[src/hdl/swr_pkg.sv]
// Shared types and constants for the stream wildcard replace unit.
// Used by the window cells, the output cells and the top level; no dependencies.
package swr_pkg;

    // Default sizes for the top-level parameters.
    localparam int PATTERN_MAX_DEF     = 8;
    localparam int REPLACEMENT_MAX_DEF = 8;

    // Byte slots in the 64-bit pattern and replacement registers.
    localparam int REG_BYTES = 8;

    // Pattern byte that matches any text byte ('?').
    localparam logic [7:0] WILDCARD = 8'h3F;

    // Configuration port geometry and register indexes.
    localparam int CFG_INDEX_W = 3;
    localparam int CFG_DATA_W  = 64;

    localparam logic [CFG_INDEX_W-1:0] CFG_PATTERN_BYTES      = 3'd0;
    localparam logic [CFG_INDEX_W-1:0] CFG_PATTERN_LENGTH     = 3'd1;
    localparam logic [CFG_INDEX_W-1:0] CFG_REPLACEMENT_BYTES  = 3'd2;
    localparam logic [CFG_INDEX_W-1:0] CFG_REPLACEMENT_LENGTH = 3'd3;
    localparam logic [CFG_INDEX_W-1:0] CFG_REPLACE_ALL        = 3'd4;

    // One result beat as it travels down the output chain.
    typedef struct packed {
        logic [7:0] data;
        logic       byte_valid;
        logic       run_last;
        logic       string_end;
    } swr_entry_t;

endpackage

[src/hdl/swr_win_cell.sv]
// One byte cell of the search window, with its own compare against the pattern.
// Depends on swr_pkg for the wildcard code.
module swr_win_cell #(
    parameter int CELL_ID = 0,
    parameter int FILL_W  = 4
) (
    input  logic              clk,
    input  logic              accept,
    input  logic              shift,
    input  logic [FILL_W-1:0] fill,
    input  logic [FILL_W-1:0] plen,
    input  logic [7:0]        text_byte,
    input  logic [7:0]        pattern_byte,
    input  logic [7:0]        right_byte,
    output logic [7:0]        cur_byte,
    output logic              hit
);
    import swr_pkg::*;

    logic [7:0] byte_reg;
    logic [7:0] byte_next;
    logic       in_use;

    // The new byte lands in the cell that the fill count points at.
    always_comb
    begin
        cur_byte = (fill == FILL_W'(CELL_ID)) ? text_byte : byte_reg;
        in_use   = (FILL_W'(CELL_ID) < plen);
        hit      = !in_use || (pattern_byte == WILDCARD) || (cur_byte == pattern_byte);
    end

    // On a pass-through the window moves one cell toward the oldest end.
    always_comb
    begin
        if (accept)
        begin
            byte_next = shift ? right_byte : cur_byte;
        end
        else
        begin
            byte_next = byte_reg;
        end
    end

    always_ff @(posedge clk)
    begin
        byte_reg <= byte_next;
    end

endmodule

[src/hdl/swr_out_cell.sv]
// One slot of the output chain: loads a result beat or takes its right neighbor's.
// Depends on swr_pkg for the beat type.
module swr_out_cell (
    input  logic                clk,
    input  logic                rst_n,
    input  logic                load,
    input  logic                take,
    input  swr_pkg::swr_entry_t load_entry,
    input  logic                load_occ,
    input  swr_pkg::swr_entry_t right_entry,
    input  logic                right_occ,
    output swr_pkg::swr_entry_t entry,
    output logic                occ
);
    import swr_pkg::*;

    swr_entry_t entry_reg;
    swr_entry_t entry_next;
    logic       occ_reg;
    logic       occ_next;

    always_comb
    begin
        priority if (load)
        begin
            entry_next = load_entry;
            occ_next   = load_occ;
        end
        else if (take)
        begin
            entry_next = right_entry;
            occ_next   = right_occ;
        end
        else
        begin
            entry_next = entry_reg;
            occ_next   = occ_reg;
        end
    end

    always_ff @(posedge clk or negedge rst_n)
    begin
        if (!rst_n)
        begin
            occ_reg <= 1'b0;
        end
        else
        begin
            occ_reg <= occ_next;
        end
    end

    always_ff @(posedge clk)
    begin
        entry_reg <= entry_next;
    end

    assign entry = entry_reg;
    assign occ   = occ_reg;

endmodule

[src/hdl/stream_wildcard_replace_unit.sv]
// Stream wildcard replace unit: top level with the window chain and output chain.
// Depends on swr_pkg, swr_win_cell and swr_out_cell.
// The first result beat of an input byte is offered in the cycle after the byte is accepted.
// Throughput: one input byte per cycle while each byte yields at most one result beat and
// out_stall is low; input stalls while a replacement or flush has more than one beat left.
// Reset (rst_n, asynchronous): the window empties, replacing is re-armed, registers take defaults.
module stream_wildcard_replace_unit #(
    parameter int PATTERN_MAX     = swr_pkg::PATTERN_MAX_DEF,
    parameter int REPLACEMENT_MAX = swr_pkg::REPLACEMENT_MAX_DEF
) (
    input  logic                               clk,
    input  logic                               rst_n,
    // Configuration write port.
    input  logic                               cfg_write,
    input  logic [swr_pkg::CFG_INDEX_W-1:0]    cfg_index,
    input  logic [swr_pkg::CFG_DATA_W-1:0]     cfg_data,
    // Input channel.
    input  logic                               in_valid,
    output logic                               in_stall,
    input  logic [7:0]                         text_byte,
    input  logic                               string_last,
    // Output channel.
    output logic                               out_valid,
    input  logic                               out_stall,
    output logic [7:0]                         out_byte,
    output logic                               byte_valid,
    output logic                               run_last,
    output logic                               string_end
);
    import swr_pkg::*;

    // The window never holds more than the register's eight pattern bytes, and a
    // step never yields more beats than the window or the replacement can supply.
    localparam int WIN_CELLS = (PATTERN_MAX < REG_BYTES) ? PATTERN_MAX : REG_BYTES;
    localparam int REP_CELLS = (REPLACEMENT_MAX < REG_BYTES) ? REPLACEMENT_MAX : REG_BYTES;
    localparam int OUT_DEPTH = (WIN_CELLS > REP_CELLS) ? WIN_CELLS : REP_CELLS;
    localparam int FILL_W    = $clog2(WIN_CELLS + 1);
    localparam int RLEN_W    = $clog2(REP_CELLS + 1);
    localparam int CNT_W     = $clog2(OUT_DEPTH + 1);

    // Configuration registers. Lengths are stored already clamped to their legal range.
    logic [CFG_DATA_W-1:0] pattern_reg;
    logic [FILL_W-1:0]     plen_reg;
    logic [CFG_DATA_W-1:0] repl_reg;
    logic [RLEN_W-1:0]     rlen_reg;
    logic                  replace_all_reg;

    // Window bookkeeping.
    logic [FILL_W-1:0] fill_reg;
    logic [FILL_W-1:0] fill_next;
    logic              still_reg;
    logic              still_next;

    // Handshake.
    logic in_fire;
    logic out_take;
    logic deep_busy;

    // Step decision.
    logic [FILL_W-1:0] fill_inc;
    logic              full;
    logic              match;
    logic              do_repl;
    logic              shift;
    logic              empty_repl;
    logic [CNT_W-1:0]  count;

    logic [3:0]        plen_raw;
    logic [FILL_W-1:0] plen_clamp;
    logic [3:0]        rlen_raw;
    logic [RLEN_W-1:0] rlen_clamp;

    logic [7:0]           cur_bytes [WIN_CELLS];
    logic [WIN_CELLS-1:0] hits;

    logic [7:0]     win_view  [OUT_DEPTH];
    logic [7:0]     repl_view [OUT_DEPTH];
    swr_entry_t     load_entries [OUT_DEPTH];
    logic           load_occs    [OUT_DEPTH];
    swr_entry_t     entries      [OUT_DEPTH];
    logic [OUT_DEPTH-1:0] occ_vec;

    //------------------------------------------------------------------
    // Configuration. A pattern length write is dropped while the window
    // still holds bytes of an unfinished string, so an open window is
    // always judged against the length it was filled for.
    //------------------------------------------------------------------
    always_comb
    begin
        plen_raw = cfg_data[3:0];
        rlen_raw = cfg_data[3:0];

        if (plen_raw == 4'd0)
        begin
            plen_clamp = FILL_W'(1);
        end
        else if (plen_raw > 4'(WIN_CELLS))
        begin
            plen_clamp = FILL_W'(WIN_CELLS);
        end
        else
        begin
            plen_clamp = FILL_W'(plen_raw);
        end

        if (rlen_raw > 4'(REP_CELLS))
        begin
            rlen_clamp = RLEN_W'(REP_CELLS);
        end
        else
        begin
            rlen_clamp = RLEN_W'(rlen_raw);
        end
    end

    always_ff @(posedge clk or negedge rst_n)
    begin
        if (!rst_n)
        begin
            pattern_reg     <= '0;
            plen_reg        <= FILL_W'(1);
            repl_reg        <= '0;
            rlen_reg        <= '0;
            replace_all_reg <= 1'b1;
        end
        else if (cfg_write)
        begin
            unique case (cfg_index)
                CFG_PATTERN_BYTES:
                begin
                    pattern_reg <= cfg_data;
                end
                CFG_PATTERN_LENGTH:
                begin
                    if (fill_reg == '0)
                    begin
                        plen_reg <= plen_clamp;
                    end
                end
                CFG_REPLACEMENT_BYTES:
                begin
                    repl_reg <= cfg_data;
                end
                CFG_REPLACEMENT_LENGTH:
                begin
                    rlen_reg <= rlen_clamp;
                end
                CFG_REPLACE_ALL:
                begin
                    replace_all_reg <= cfg_data[0];
                end
                default:
                begin
                end
            endcase
        end
    end

    //------------------------------------------------------------------
    // Handshake. A new byte is taken whenever the output chain will be
    // empty after this edge: either it is empty, or its only beat is being
    // taken now. So a one-beat byte flows every cycle while out_stall is low.
    //------------------------------------------------------------------
    generate
        if (OUT_DEPTH > 1)
        begin : g_deep
            assign deep_busy = |occ_vec[OUT_DEPTH-1:1];
        end
        else
        begin : g_shallow
            assign deep_busy = 1'b0;
        end
    endgenerate

    assign out_take = occ_vec[0] & ~out_stall;
    assign in_stall = deep_busy | (occ_vec[0] & out_stall);
    assign in_fire  = in_valid & ~in_stall;

    //------------------------------------------------------------------
    // Window chain. Each cell holds one byte, compares it with its pattern
    // byte, and on a pass-through takes the byte of its right neighbor.
    //------------------------------------------------------------------
    generate
        for (genvar k = 0; k < WIN_CELLS; k++)
        begin : g_win
            logic [7:0] right_byte;

            if (k < WIN_CELLS - 1)
            begin : g_mid
                assign right_byte = cur_bytes[k+1];
            end
            else
            begin : g_end
                assign right_byte = 8'h00;
            end

            swr_win_cell #(
                .CELL_ID (k),
                .FILL_W  (FILL_W)
            ) u_cell (
                .clk          (clk),
                .accept       (in_fire),
                .shift        (shift),
                .fill         (fill_reg),
                .plen         (plen_reg),
                .text_byte    (text_byte),
                .pattern_byte (pattern_reg[8*k +: 8]),
                .right_byte   (right_byte),
                .cur_byte     (cur_bytes[k]),
                .hit          (hits[k])
            );
        end
    endgenerate

    //------------------------------------------------------------------
    // Step decision. The window is always shorter than the pattern before
    // a byte arrives, so with the new byte it is either just full or not.
    // A full window that matches (while replacing is armed) becomes the
    // replacement and empties. Otherwise its oldest byte leaves. At the end
    // of a string everything still in the window follows, which means the
    // beats of a non-matching step are always a prefix of the window.
    //------------------------------------------------------------------
    always_comb
    begin
        fill_inc   = fill_reg + FILL_W'(1);
        full       = (fill_inc == plen_reg);
        match      = &hits;
        do_repl    = full & still_reg & match;
        shift      = full & ~do_repl;
        empty_repl = do_repl && (rlen_reg == '0);

        priority if (do_repl)
        begin
            count = (empty_repl && string_last) ? CNT_W'(1) : CNT_W'(rlen_reg);
        end
        else if (string_last)
        begin
            count = CNT_W'(fill_inc);
        end
        else if (full)
        begin
            count = CNT_W'(1);
        end
        else
        begin
            count = '0;
        end

        priority if (do_repl || string_last)
        begin
            fill_next = '0;
        end
        else if (full)
        begin
            fill_next = fill_reg;
        end
        else
        begin
            fill_next = fill_inc;
        end

        priority if (string_last)
        begin
            still_next = 1'b1;
        end
        else if (do_repl)
        begin
            still_next = replace_all_reg;
        end
        else
        begin
            still_next = still_reg;
        end
    end

    always_ff @(posedge clk or negedge rst_n)
    begin
        if (!rst_n)
        begin
            fill_reg  <= '0;
            still_reg <= 1'b1;
        end
        else if (in_fire)
        begin
            fill_reg  <= fill_next;
            still_reg <= still_next;
        end
    end

    //------------------------------------------------------------------
    // Beats of the step, one per output cell. An empty replacement at the
    // end of a string still sends one end marker with no data.
    //------------------------------------------------------------------
    generate
        for (genvar k = 0; k < OUT_DEPTH; k++)
        begin : g_load
            if (k < WIN_CELLS)
            begin : g_wv
                assign win_view[k] = cur_bytes[k];
            end
            else
            begin : g_wz
                assign win_view[k] = 8'h00;
            end

            if (k < REP_CELLS)
            begin : g_rv
                assign repl_view[k] = repl_reg[8*k +: 8];
            end
            else
            begin : g_rz
                assign repl_view[k] = 8'h00;
            end

            always_comb
            begin
                load_occs[k]                = (CNT_W'(k) < count);
                load_entries[k].data        = do_repl ? (empty_repl ? 8'h00 : repl_view[k])
                                                      : win_view[k];
                load_entries[k].byte_valid  = ~empty_repl;
                load_entries[k].run_last    = (CNT_W'(k + 1) == count);
                load_entries[k].string_end  = (CNT_W'(k + 1) == count) & string_last;
            end
        end
    endgenerate

    //------------------------------------------------------------------
    // Output chain. Cell 0 faces the port; the others move one place
    // toward it each time a beat is taken.
    //------------------------------------------------------------------
    generate
        for (genvar k = 0; k < OUT_DEPTH; k++)
        begin : g_out
            swr_entry_t right_entry;
            logic       right_occ;

            if (k < OUT_DEPTH - 1)
            begin : g_mid
                assign right_entry = entries[k+1];
                assign right_occ   = occ_vec[k+1];
            end
            else
            begin : g_end
                assign right_entry = '0;
                assign right_occ   = 1'b0;
            end

            swr_out_cell u_cell (
                .clk         (clk),
                .rst_n       (rst_n),
                .load        (in_fire),
                .take        (out_take),
                .load_entry  (load_entries[k]),
                .load_occ    (load_occs[k]),
                .right_entry (right_entry),
                .right_occ   (right_occ),
                .entry       (entries[k]),
                .occ         (occ_vec[k])
            );
        end
    endgenerate

    assign out_valid  = occ_vec[0];
    assign out_byte   = entries[0].data;
    assign byte_valid = entries[0].byte_valid;
    assign run_last   = entries[0].run_last;
    assign string_end = entries[0].string_end;

`ifndef SYNTHESIS
    // The window is always emptied or trimmed before it outgrows the pattern.
    a_fill_below_plen: assert property (@(posedge clk) disable iff (!rst_n)
        fill_reg < plen_reg)
        else $error("window fill reached the pattern length");

    // Occupied output cells form one unbroken run starting at the port.
    a_out_contiguous: assert property (@(posedge clk) disable iff (!rst_n)
        (occ_vec & (occ_vec + OUT_DEPTH'(1))) == '0)
        else $error("gap in the output chain");

    // The end of a string always leaves an empty window behind.
    a_last_empties: assert property (@(posedge clk) disable iff (!rst_n)
        in_fire && string_last |=> fill_reg == '0)
        else $error("window not empty after the end of a string");

    // The final beat of a string is also the final beat of its step.
    a_end_is_run_last: assert property (@(posedge clk) disable iff (!rst_n)
        out_valid && string_end |-> run_last)
        else $error("string end beat without run_last");
`endif

endmodule
[config.mk]
export PLATFORM = sky130hd
export DESIGN_NAME = stream_wildcard_replace_unit
export DESIGN_NICKNAME = d
export VERILOG_FILES = /design/src/hdl/swr_pkg.sv /design/src/hdl/swr_win_cell.sv /design/src/hdl/swr_out_cell.sv /design/src/hdl/stream_wildcard_replace_unit.sv
export SDC_FILE = /design/constraint.sdc
export NUM_CORES = 1
export LEC_CHECK = 0
export ABC_CLOCK_PERIOD_IN_PS = 14100
export BUFFER_PORTS_ARGS = -buffer_cell sky130_fd_sc_hd__buf_2
export CAP_MARGIN = 20
export CORE_ASPECT_RATIO = 0.7
export CORE_MARGIN = 4
export CORE_UTILIZATION = 40
export CTS_CLUSTER_SIZE = 12
export DETAILED_ROUTE_END_ITERATION = 6
export GPL_TIMING_DRIVEN = 0
export MAX_ROUTING_LAYER = met4
export PLACE_DENSITY_LB_ADDON = 0.15
export SLEW_MARGIN = 10
export SYNTH_ARGS = -nofsm -noshare
export SYNTH_HDL_FRONTEND = slang
export SYNTH_HIERARCHICAL = 1
export SYNTH_SLANG_ARGS = --single-unit
export TNS_END_PERCENT = 50
[constraint.sdc]
create_clock -name clk -period 14.1 [get_ports clk]
set_input_delay 0.705 -clock clk [delete_from_list [all_inputs] [get_ports clk]]
set_output_delay 0.705 -clock clk [all_outputs]
set_load 0.05 [all_outputs]
==> impl_results.md <==
* Status: finished clean
* Crit end category: flip-flop
* Final HPWL DP at 36.6 mm
* Gate count after technology mapping at 1359
* Via Count at 11700
* Initial Util at between 40% and 50%
* Total gr overflow at 0
* Arr. time, crit path at 5.60 ns
* Routed len/inst at 24.0 um
* Final setup violation count at 0
* Minimum clock period at 5.35 ns
* Flop pwr share at 44.2%
* # rows at 62
* Count leader, synth: mux2_2
* Hold-fix buffers, CTS at 0
* First-pass GRT wire length at 74.9 mm
* First drt pass iteration count at 5
* Syn avg cell area at between 10 and 15 um2
* Final Hold Fails at 0
* Clk_lat worst skew at 0.53 ns
* Detailed Route WL at 50.0 mm
* Worst-path fanout max at 15
* Synthesis-to-finish area growth at 14.8%
* Routed vias/inst at 5.59
* Post-Syn Area at 16600 um2
* Worst min path class: input port to asynchronous set/reset pin
* Die ar. at 44800 um2
* Slew margin rel. at between 30% and 40%
* Total power at about 3 mW
* Setup Crit Path Kind: flip-flop to flip-flop
* Core region area at 41000 um2
* Ys flop type: edfxtp_1
* Pwr/cell area at 158 nW/um2
* Fraction of layout cells with a size suffix above 1 at 36.7%
* Clock Pin Slew Worst Setup and Hold Paths at 0.06 ns
* Seq cells post-synth at 302
* Post_cts resized at 0
* H-Tree Level Count at 2
* Synth top area share at 27.5%
* Ys async rst share at 49.7%
* RSZ-0062 raised after global routing: no
* Initial antenna violation count at 0
* Leakage power at around 7.6 nW
* Final #Nets at between 1500 and 2000
* Post-Layout Cell Count at between 2000 and 2500
* Largest net degree at the start of global routing at 105
* Pint at 2.03 mW
* CP Launch Type: flip-flop
* Worst IR Drop VDD at 93.7 uV
* DR DRC count at 0
* Post-synth cell types at 78
* Max Cap Viol at 0
* Die Ht at 178 um
* Syn. warnings at 6
* Period utilisation layout at 37.9%
* CTS root buf: clkbuf_16
* Setup bufs post-CTS at 0
* Sw frac at 32.8%
* TritonCTS clock tree: done
* GP Congestion at 0.923
* Worst slew pin tran at between 1 and 1.5 ns
* Setup TNS after final layout at 0 ns
* Top cells by count, synth: mux2_2 (275), nand2_1 (183), edfxtp_1 (152)
* Worst EP required at 14.36 ns
* Pre-CTS WS at 8.78 ns
* Post-synth EDFFs at roughly 150
* Placed instance count at 2023
* Worst clock skew at 0.0248 ns
* Clock group share of total power at 28.8%
* FMAX at 187 MHz
* CTS Sinks at just over 300
* Slew Viols, Final at 0
* Gate power share at a little over a quarter
* PnR worst setup slack at 8.75 ns
* Clock tree buffer depth at 3
* Sequential share of the synthesized area at 50.2%
* Port Buffers at 93
* Max reg flops at 88
* Synth top area cells: edfxtp_1 (28%), dfrtp_1 (22%), mux2_2 (19%)
* N_diodes at 0
* I/O Pins at 94
* TritonCTS Buffers at 34
* Sw power at 0.987 mW
* Chip Width at 251 um
* Number of global-route vias before repair at 11600
* GR Util All Layers at 23.0%
* Detailed Route Iter0 Violations at 1095
* Yosys top cell by area: edfxtp_1
* Final ANT Viol Nets at 0
power groups by stage:
stage / clock network (mW) / registers, mW / logic (mW)
floorplan: 0 / 1.31 / 0.552
global placement: 0 / 1.35 / 0.791
detailed placement: 0 / 1.35 / 0.804
CTS: 0.892 / 1.33 / 0.808
global route: 0.928 / 1.35 / 0.877
finish: 0.867 / 1.33 / 0.814
worst paths after layout:
kind	depth (start not counted)	to	slack [ns]	start
hold reg to reg	1	repl_reg[30]	0.51	repl_reg[30]
hold / removal	1	pattern_reg[60]	0.08	rst_n
setup reg to reg	12	g_out[6].u_cell/entry[2]	8.75	fill_reg[0]
max in group asynchronous	2	g_out[0].u_cell/occ	13.10	rst_n
setup / recovery	12	g_out[6].u_cell/entry[2]	8.75	fill_reg[0]
min in group clk	2	pattern_reg[12]	0.42	cfg_data[12]
cell type report:
| type | count | area (um2) |
|---|---|---|
| repair buffers | 101 | 628 |
| inverters | 62 | 233 |
| multi-input cells | 952 | 7720 |
| fillers | 3766 | 21900 |
| clock buffers | 52 | 990 |
| flip-flops and latches | 302 | 8320 |
| clock inverters | 9 | 76.3 |
| plain buffers | 62 | 384 |
| well taps | 544 | 681 |
layout by cell type, fill, tap and decap left out, drive strengths merged, types with 4 or more instances in the layout:
cell       n
nor2b      7
clkbuf    78
a31o       5
nor4      10
o22ai      9
inv       64
buf      137
xnor2     24
o21ai     28
conb      20
mux2     339
nand4     14
xor2      23
o31ai      4
o221ai    11
or3        5
nand2b    11
a211oi     7
a21oi     11
nand2    183
edfxtp   152
and3       7
dfrtp    147
mux2i     14
nor2      47
or2       17
clkinv     5
nor3      14
a2111oi    4
nand3     82
a222oi    14
layer usage:
| metal | vias up | GRT usage [%] | routed length (um) |
|---|---|---|---|
| li1 | 5264 | - | - |
| met1 | 5841 | 34.3 | 24200 |
| met2 | 480 | 31.8 | 20300 |
| met3 | 74 | 5.23 | 4530 |
| met4 | 0 | 5.11 | 1060 |
| met5 | - | - | 0 |
stage by stage:
step                      area [um2]  hold WS (ns)  util [%]
after floorplan                16600         0.409         -
after global placement         17800         0.489      43.4
after detailed placement       18000         0.496      43.9
after CTS                      19000        0.0704      46.5
after global routing           19000        0.0918      46.5
final                          19000        0.0804      46.5
cell families after synthesis:
| kind of cell | share of synthesized area [%] |
|---|---|
| other cells | 0.0226 |
| compound gates | 5.41 |
| fa+ha+maj | 0.151 |
| flops | 50.2 |
| mux | 25.3 |
| xor+xnor | 2.76 |
| buf+inv | 3.72 |
| simple gates | 12.4 |
critical path, cell delays in order (launching register included):
cell       delay [ns]
dfrtp_1          0.84
and4bb_4         0.42
mux2_4           0.35
o2bb2ai_1        0.12
or4_1            0.52
o21ai_1          0.22
nand2_1          0.17
or4_1            0.57
nor3_4           0.41
buf_2            0.39
buf_2            0.35
nand2_1          0.33
mux2_4           0.39
Note: power is estimated with default switching activity, not from simulation.
